--- config.mk ---
export PLATFORM = sky130hd
export DESIGN_NAME = shifting_array_list
export DESIGN_NICKNAME = d
export VERILOG_FILES = /design/src/sal_pkg.sv /design/src/sal_cell.sv /design/src/sal_scan.sv /design/src/shifting_array_list.sv
export SDC_FILE = /design/constraint.sdc
export NUM_CORES = 2
export LEC_CHECK = 0
export BUFFER_PORTS_ARGS = -buffer_cell sky130_fd_sc_hd__buf_2
export CAP_MARGIN = 20
export CORE_MARGIN = 2
export CORE_UTILIZATION = 41
export DETAILED_ROUTE_END_ITERATION = 16
export PLACE_DENSITY_LB_ADDON = 0.12
export SLEW_MARGIN = 10
export SYNTH_ARGS = -nofsm -noshare
export SYNTH_HDL_FRONTEND = slang
export SYNTH_HIERARCHICAL = 1
export SYNTH_SLANG_ARGS = --single-unit
--- constraint.sdc ---
create_clock -name clk -period 9.1 [get_ports clk]
set_clock_uncertainty 0.05 [all_clocks]
set_input_delay 0.455 -clock clk [delete_from_list [all_inputs] [get_ports clk]]
set_output_delay 0.455 -clock clk [all_outputs]
set_load 0.02 [all_outputs]
--- src/sal_pkg.sv ---
// Shared types, codes and constants of the shifting array list.
`timescale 1ns / 1ps
`default_nettype none
package sal_pkg;

	localparam int DEF_CAPACITY   = 16;
	localparam int DEF_DATA_WIDTH = 32;

	// The find scan examines this many cells per cycle.
	localparam int SCAN_GROUP = 8;
	localparam int SCAN_GW    = 3;

	typedef enum logic [2:0] {
		ACT_PUSH_BACK  = 3'd0,
		ACT_POP_BACK   = 3'd1,
		ACT_PUSH_FRONT = 3'd2,
		ACT_POP_FRONT  = 3'd3,
		ACT_INSERT     = 3'd4,
		ACT_ERASE      = 3'd5,
		ACT_FIND       = 3'd6
	} action_t;

	typedef enum logic [2:0] {
		ST_OK       = 3'd0,
		ST_FULL     = 3'd1,
		ST_EMPTY    = 3'd2,
		ST_BADPOS   = 3'd3,
		ST_NOTFOUND = 3'd4
	} status_t;

	typedef enum logic [1:0] {
		SH_HOLD,
		SH_OPEN,
		SH_CLOSE
	} shift_op_t;

	typedef struct packed {
		logic [2:0]         action;
		logic signed [31:0] value;
		logic [4:0]         position;
	} req_t;

	typedef struct packed {
		logic [2:0] status;
		logic [3:0] found_index;
		logic [4:0] entry_count;
	} rsp_t;

	typedef struct packed {
		logic hit;
		logic empty;
	} scan_stat_t;

endpackage
`default_nettype wire

--- src/sal_cell.sv ---
// One storage cell of the list: holds one entry, shifts with its neighbors, compares.
`timescale 1ns / 1ps
`default_nettype none
module sal_cell
	import sal_pkg::*;
#(
	parameter int DATA_WIDTH = DEF_DATA_WIDTH,
	parameter int IW         = 4,
	parameter int CW         = 5,
	parameter int INDEX      = 0
) (
	input  wire logic                  clk,
	input  wire shift_op_t             op,
	input  wire logic [IW-1:0]         at,
	input  wire logic [DATA_WIDTH-1:0] load_value,
	input  wire logic [DATA_WIDTH-1:0] prev_data,
	input  wire logic [DATA_WIDTH-1:0] next_data,
	input  wire logic [CW-1:0]         count,
	input  wire logic [DATA_WIDTH-1:0] find_value,
	output logic      [DATA_WIDTH-1:0] data,
	output logic                       match
);

	localparam logic [IW-1:0] MY_IDX = IW'(INDEX);
	localparam logic [CW-1:0] MY_CNT = CW'(INDEX);

	logic [DATA_WIDTH-1:0] data_q;

	always_ff @(posedge clk) begin
		case (op)
			SH_OPEN: begin
				if (MY_IDX > at) begin
					data_q <= prev_data;
				end else if (MY_IDX == at) begin
					data_q <= load_value;
				end
			end
			SH_CLOSE: begin
				if (MY_IDX >= at) begin
					data_q <= next_data;
				end
			end
			default: begin
			end
		endcase
	end

	assign data  = data_q;
	// Only occupied cells may report a match.
	assign match = (data_q == find_value) && (MY_CNT < count);

endmodule
`default_nettype wire

--- src/sal_scan.sv ---
// First-match search over the registered match bits, one group of cells per cycle.
`timescale 1ns / 1ps
`default_nettype none
module sal_scan
	import sal_pkg::*;
#(
	parameter int CAPACITY = DEF_CAPACITY,
	parameter int IW       = 4
) (
	input  wire logic                clk,
	input  wire logic                arst_n,
	input  wire logic                load,
	input  wire logic [CAPACITY-1:0] match,
	output scan_stat_t               stat,
	output logic      [IW-1:0]       hit_index
);

	localparam int NGROUPS = (CAPACITY + SCAN_GROUP - 1) / SCAN_GROUP;
	localparam int VW      = NGROUPS * SCAN_GROUP;

	logic [VW-1:0]      vec_q;
	logic [IW-1:0]      base_q;
	logic [SCAN_GW-1:0] first;

	always_ff @(posedge clk or negedge arst_n) begin
		if (!arst_n) begin
			vec_q  <= '0;
			base_q <= '0;
		end else if (load) begin
			vec_q  <= VW'(match);
			base_q <= '0;
		end else begin
			vec_q  <= vec_q >> SCAN_GROUP;
			base_q <= base_q + IW'(SCAN_GROUP);
		end
	end

	// Lowest set bit of the current group wins.
	always_comb begin
		first = '0;
		for (int k = SCAN_GROUP - 1; k >= 0; k--) begin
			if (vec_q[k]) begin
				first = SCAN_GW'(k);
			end
		end
	end

	assign stat      = '{hit: |vec_q[SCAN_GROUP-1:0], empty: (vec_q == '0)};
	assign hit_index = base_q + IW'(first);

endmodule
`default_nettype wire

--- src/shifting_array_list.sv ---
// Top level of the shifting array list: request decode, cell row and find scan.
`timescale 1ns / 1ps
`default_nettype none
// Ordered list of signed DATA_WIDTH-bit values in a row of CAPACITY cells.
// A request beat is taken at a rising edge with start high and busy low. It
// carries an action (push/pop at either end, insert or erase at a position,
// or find), a value and a position. Each request yields exactly one result
// beat: status, index of the first match for a find, and the entry count after
// the request. The result is shown for one cycle with done high; the receiver
// cannot stall it, so it must take it in that cycle.
// Every action except find completes in the accept cycle, and its result
// appears the next cycle with busy staying low, so one request per cycle is
// taken. A find compares all cells in parallel in the accept cycle, then
// searches the registered match bits eight cells per cycle, holding busy until
// it finds a match or no match bits remain; its result appears as busy falls.
// Shifts for insert, erase and the front operations happen in the accept
// cycle, each cell taking its neighbor's entry. Reset clears the count and
// control state, not the cells; cells above the count are never observed.
module shifting_array_list
	import sal_pkg::*;
#(
	parameter int CAPACITY   = DEF_CAPACITY,
	parameter int DATA_WIDTH = DEF_DATA_WIDTH
) (
	input  wire logic clk,
	input  wire logic arst_n,
	input  wire logic start,
	output logic      busy,
	input  wire req_t request,
	output logic      done,
	output rsp_t      result
);

	localparam int IW = $clog2(CAPACITY);
	localparam int CW = $clog2(CAPACITY + 1);
	localparam int PW = (CW > 5) ? CW : 5;
	localparam logic [CW-1:0] CAP_C = CW'(CAPACITY);

	typedef enum logic {
		S_IDLE,
		S_SCAN
	} state_t;

	state_t      state_q;
	logic        done_q;
	rsp_t        result_q;
	logic [CW-1:0] count_q;

	logic                  accept;
	logic                  is_find;
	logic [DATA_WIDTH-1:0] value_ext;
	logic [PW-1:0]         pos_ext;
	logic [PW-1:0]         cnt_ext;
	logic                  full;
	logic                  empty;
	status_t               status_d;
	shift_op_t             op_d;
	shift_op_t             cell_op;
	logic [IW-1:0]         at_d;
	logic [CW-1:0]         count_d;

	logic [DATA_WIDTH-1:0] cell_data [CAPACITY];
	logic [CAPACITY-1:0]   match_vec;
	scan_stat_t            scan_stat;
	logic [IW-1:0]         hit_index;

	assign busy    = (state_q == S_SCAN);
	assign accept  = start && !busy;
	assign is_find = (request.action == ACT_FIND);

	// The request value is sign-extended or truncated to the stored width.
	assign value_ext = DATA_WIDTH'($signed(request.value));
	assign pos_ext   = PW'(request.position);
	assign cnt_ext   = PW'(count_q);
	assign full      = (count_q == CAP_C);
	assign empty     = (count_q == '0);

	// Decode the request into a status, a shift for the cell row and the
	// new count. A failing request leaves the row and count untouched.
	always_comb begin
		status_d = ST_OK;
		op_d     = SH_HOLD;
		at_d     = '0;
		count_d  = count_q;
		case (request.action)
			ACT_PUSH_BACK: begin
				if (full) begin
					status_d = ST_FULL;
				end else begin
					op_d    = SH_OPEN;
					at_d    = IW'(count_q);
					count_d = count_q + CW'(1);
				end
			end
			ACT_POP_BACK: begin
				if (empty) begin
					status_d = ST_EMPTY;
				end else begin
					count_d = count_q - CW'(1);
				end
			end
			ACT_PUSH_FRONT: begin
				if (full) begin
					status_d = ST_FULL;
				end else begin
					op_d    = SH_OPEN;
					count_d = count_q + CW'(1);
				end
			end
			ACT_POP_FRONT: begin
				if (empty) begin
					status_d = ST_EMPTY;
				end else begin
					op_d    = SH_CLOSE;
					count_d = count_q - CW'(1);
				end
			end
			ACT_INSERT: begin
				// The position check takes precedence over the full check.
				if (pos_ext > cnt_ext) begin
					status_d = ST_BADPOS;
				end else if (full) begin
					status_d = ST_FULL;
				end else begin
					op_d    = SH_OPEN;
					at_d    = IW'(request.position);
					count_d = count_q + CW'(1);
				end
			end
			ACT_ERASE: begin
				if (empty) begin
					status_d = ST_EMPTY;
				end else if (pos_ext >= cnt_ext) begin
					status_d = ST_BADPOS;
				end else begin
					op_d    = SH_CLOSE;
					at_d    = IW'(request.position);
					count_d = count_q - CW'(1);
				end
			end
			default: begin
				// Find is resolved by the scan; the unused code is ignored.
			end
		endcase
	end

	assign cell_op = accept ? op_d : SH_HOLD;

	// The row of cells. Each cell sees its lower and upper neighbor; cell 0's lower
	// input is never selected, and the top cell keeps its own entry on a close.
	for (genvar i = 0; i < CAPACITY; i++) begin : g_cell
		logic [DATA_WIDTH-1:0] prev_w;
		logic [DATA_WIDTH-1:0] next_w;

		if (i == 0) begin : g_first
			assign prev_w = value_ext;
		end else begin : g_prev
			assign prev_w = cell_data[i-1];
		end

		if (i == CAPACITY - 1) begin : g_last
			assign next_w = cell_data[i];
		end else begin : g_next
			assign next_w = cell_data[i+1];
		end

		sal_cell #(
			.DATA_WIDTH(DATA_WIDTH),
			.IW        (IW),
			.CW        (CW),
			.INDEX     (i)
		) u_cell (
			.clk       (clk),
			.op        (cell_op),
			.at        (at_d),
			.load_value(value_ext),
			.prev_data (prev_w),
			.next_data (next_w),
			.count     (count_q),
			.find_value(value_ext),
			.data      (cell_data[i]),
			.match     (match_vec[i])
		);
	end

	sal_scan #(
		.CAPACITY(CAPACITY),
		.IW      (IW)
	) u_scan (
		.clk      (clk),
		.arst_n   (arst_n),
		.load     (accept && is_find),
		.match    (match_vec),
		.stat     (scan_stat),
		.hit_index(hit_index)
	);

	always_ff @(posedge clk or negedge arst_n) begin
		if (!arst_n) begin
			state_q  <= S_IDLE;
			done_q   <= 1'b0;
			result_q <= '0;
			count_q  <= '0;
		end else begin
			done_q <= 1'b0;
			unique case (state_q)
				S_IDLE: begin
					if (accept) begin
						if (is_find) begin
							state_q <= S_SCAN;
						end else begin
							count_q              <= count_d;
							done_q               <= 1'b1;
							result_q.status      <= status_d;
							result_q.found_index <= '0;
							result_q.entry_count <= 5'(count_d);
						end
					end
				end
				S_SCAN: begin
					if (scan_stat.hit) begin
						state_q              <= S_IDLE;
						done_q               <= 1'b1;
						result_q.status      <= ST_OK;
						result_q.found_index <= 4'(hit_index);
						result_q.entry_count <= 5'(count_q);
					end else if (scan_stat.empty) begin
						state_q              <= S_IDLE;
						done_q               <= 1'b1;
						result_q.status      <= ST_NOTFOUND;
						result_q.found_index <= '0;
						result_q.entry_count <= 5'(count_q);
					end
				end
				default: begin
					state_q <= S_IDLE;
				end
			endcase
		end
	end

	assign done   = done_q;
	assign result = result_q;

endmodule
`default_nettype wire

==> results.py <==
metrics = {
    "synth": {
        "yosysTopAreaCell": "edfxtp_1",
        "synth_cell_type_count": 90,
        "synthFlopType": "edfxtp_1",
        "synthesis.nets": 3182,
        "yosys.area.top_type_share": 0.446,
        "synth_top_family_by_area": "multiplexers",
        "synthAdderAreaFrac": 0.00326,
        "synth.top_cells.by_area": "edfxtp_1 (45%), mux2i_1 (14%), xor2_1 (11%)",
        "postSynth.asyncResetShare": 0.0657,
        "yosysWarnings": 6,
        "synth-xor-area-share": 0.133,
        "syn_inst": 3130,
        "muxShareOfSynthArea": 0.155,
        "synth.most_common_cell": "edfxtp_1",
        "syn_area_um2": 34500,
        "ys_seq_area_frac": 0.472,
        "avgSynthCellArea_um2": 11.0,
        "synth-compound-area-share": 0.0960,
        "synth-simple-area-share": 0.108,
        "synthTopCellsByCount": "edfxtp_1 (512), nand2_1 (496), mux2i_1 (480)",
        "synth_edf_count": 512,
        "ys_ff_latch": 548,
    },
    "power": {
        "p_per_area_nw_per_um2": 248,
        "clockPowerShare": 0.289,
        "p_seq_frac": 0.438,
        "comb_power_share": 0.273,
        "leakage_uw": 0.0154,
        "finalPower_uw": 9470,
        "internal-power_uw": 6080,
        "p_sw_uw": 3390,
        "switching_share": 0.358,
        "ir_drop_v": 0.000136,
    },
    "routing": {
        "drt_iter0_drc": 2992,
        "routed_wl_um": 128000,
        "wl_per_cell_um": 29.7,
        "vias": 25900,
        "ant_nets": 0,
        "drc": 0,
        "routed_via_density": 6.01,
        "firstDrtPassIters": 5,
    },
    "cts": {
        "cts.sinks": 548,
        "cts_tree": "built",
        "cts_root_buf": "clkbuf_16",
        "cts_buffer_depth": 3,
        "clk_latency_ns": 0.62,
        "cts_setup_buffers": 0,
        "numCtsBuffers": 69,
        "htree_levels": 3,
        "clkTransAtPathRegs_ns": 0.06,
        "holdBufCountCts": 1,
        "cts-resized-gates": 0,
    },
    "critical_path": {
        "reg2reg_depth": 10,
        "worstReg2RegStart": "cnt_ext[1]",
        "worstSetupPathType": "flop to flop",
        "cp_max_fo": 45,
        "setup.worst_path.start": "cnt_ext[1]",
        "endpoint_kind": "flop",
        "required_ns": 9.36,
        "start_kind": "flop",
        "crit_arrival_ns": 5.02,
        "reg2reg_setup_slack_ns": 4.35,
        "crit_path_end": "g_cell[12].u_cell/data[4]",
        "rr_endpoint": "g_cell[12].u_cell/data[4]",
    },
    "sta": {
        "worst_slew_pin_slew_ns": 1.20,
        "hold_violations": 0,
        "fin_ws_ns": 4.35,
        "rsz0062_at_grt": "no",
        "fin_setup_tns_ns": 0,
        "final-setup-viol-count": 0,
        "fin_crit_ns": 4.75,
        "timing.fmax_ghz": 0.210,
        "whs_ns": 0.217,
        "final_max_slew_viol_count": 0,
        "slew_headroom": 0.191,
        "period_share": 0.522,
    },
    "place": {
        "hpwl_um": 86900,
        "gp_congestion": 0.937,
        "portBuffers": 56,
        "dpl_worst_slack_ns": 4.39,
    },
    "global_route": {
        "grt_pass1_vias": 25100,
        "antenna_found_initial": 5,
        "overflow": 0,
        "grt_use_total": 0.292,
        "grt_pass1_wl_um": 183000,
        "grt_max_degree": 66,
    },
    "cells_and_area": {
        "area_growth_pct": 10.8,
        "nets": 3231,
        "n_fill_cell": 7829,
        "antenna_cells": 0,
        "drive_gt1_frac": 0.121,
    },
    "floorplanning": {
        "fp.dieH_um": 294,
        "rows": 106,
        "core_region_area_um2": 83600,
        "fp.dieW_um": 294,
        "start_util": 0.413,
        "die_area_um2": 86500,
        "ios": 57,
    },
    "run_status": {
        "outcome": "finished clean",
    },
    "worst_hold_path": {
        "min_path_type": "input pin to flop",
    },
    "job": {
        "max_cap_violations": 0,
    },
}
## stage by stage
step                      instance area, um^2   util  cells
after floorplan                         34500      -   3130
after global placement                  36000  0.430   4183
after detailed placement                36000  0.431   4186
after CTS                               38200  0.458   4312
after global routing                    38200  0.458   4313
final                                   38200  0.458   4313
## cell usage in the layout, fill, tap and decap left out, types with 9 or more instances in the layout
master     count
clkbuf_1      14
nor2_1        15
xor2_1       418
clkbuf_16     72
nor4_2        15
clkinv_1      18
buf_2         57
o21ai_2       26
buf_4         82
nor2b_4       15
nor3_1        11
o21ai_1      236
nor4_1        98
o21ai_0      244
edfxtp_1     512
mux2_4        29
dfrtp_1       36
nand3_1       18
xnor2_1      106
inv_1         10
clkinv_2       9
nand2_1      495
a21oi_1       11
mux2i_1      480
nand4_1       41
## registers in the layout (all words and copies together), names as in the netlist
name / count
done: 1
g_cell.u_cell/data: 512
cnt_ext: 5
busy: 1
result: 12
u_scan/base_q: 1
u_scan/vec_q: 16
## kinds of logic (layout without fill, tap and decap cells)
logic type,after synthesis,in the layout
simple gates,768,768
compound gates,583,583
flops,548,548
xor+xnor,525,525
mux,520,520
buf+inv,177,280
fa+ha+maj,9,9
## worst max-delay path, stage by stage (launching register included)
cell	delay (ns)
dfrtp_1	0.70
inv_1	0.22
ha_1	0.28
nor3b_2	0.18
a21bo_2	0.27
o32a_2	0.40
nor2_4	0.13
a22o_4	0.71
nand2_2	0.77
o22a_1	0.42
buf_4	0.25
## power by group through the flow
stage | registers (uW) | logic, uW | clock network [uW]
floorplan | 3910 | 1790 | 0
global placement | 4170 | 2500 | 0
detailed placement | 4170 | 2540 | 0
CTS | 4120 | 2560 | 2780
global route | 4180 | 2790 | 2870
finish | 4150 | 2580 | 2740
## worst min path at each step
stage | from | endpoint | slack [ns] | cells after the start
4_1_cts | request[39] | result[0] | 0.19 | 4
3_3_place_gp | u_scan/base_q[3] | u_scan/base_q[3] | 0.36 | 1
6_report | request[39] | result[0] | 0.22 | 4
3_5_place_dp | u_scan/base_q[3] | u_scan/base_q[3] | 0.37 | 1
5_1_grt | request[39] | result[0] | 0.27 | 4
2_1_floorplan | arst_n | busy | 0.11 | 0
## per-layer routing
layer,routed length [um],up-vias,track usage
li1,-,11500,-
met1,56700,12900,0.422
met2,54900,1265,0.429
met3,10800,217,0.0518
met4,5570,8,0.123
met5,40,-,0
## final cells by class
type,count,area [um^2],share of cell area
clock buffer,87,1870,0.0488
multi-input combinational,2405,17400,0.455
sequential,548,16300,0.426
tap,1080,1350,0.0353
timing repair buffer,143,978,0.0256
inverter,12,45.0,0.00118
clock inverter,38,329,0.00860
Note: power is estimated with default switching activity, not from simulation.
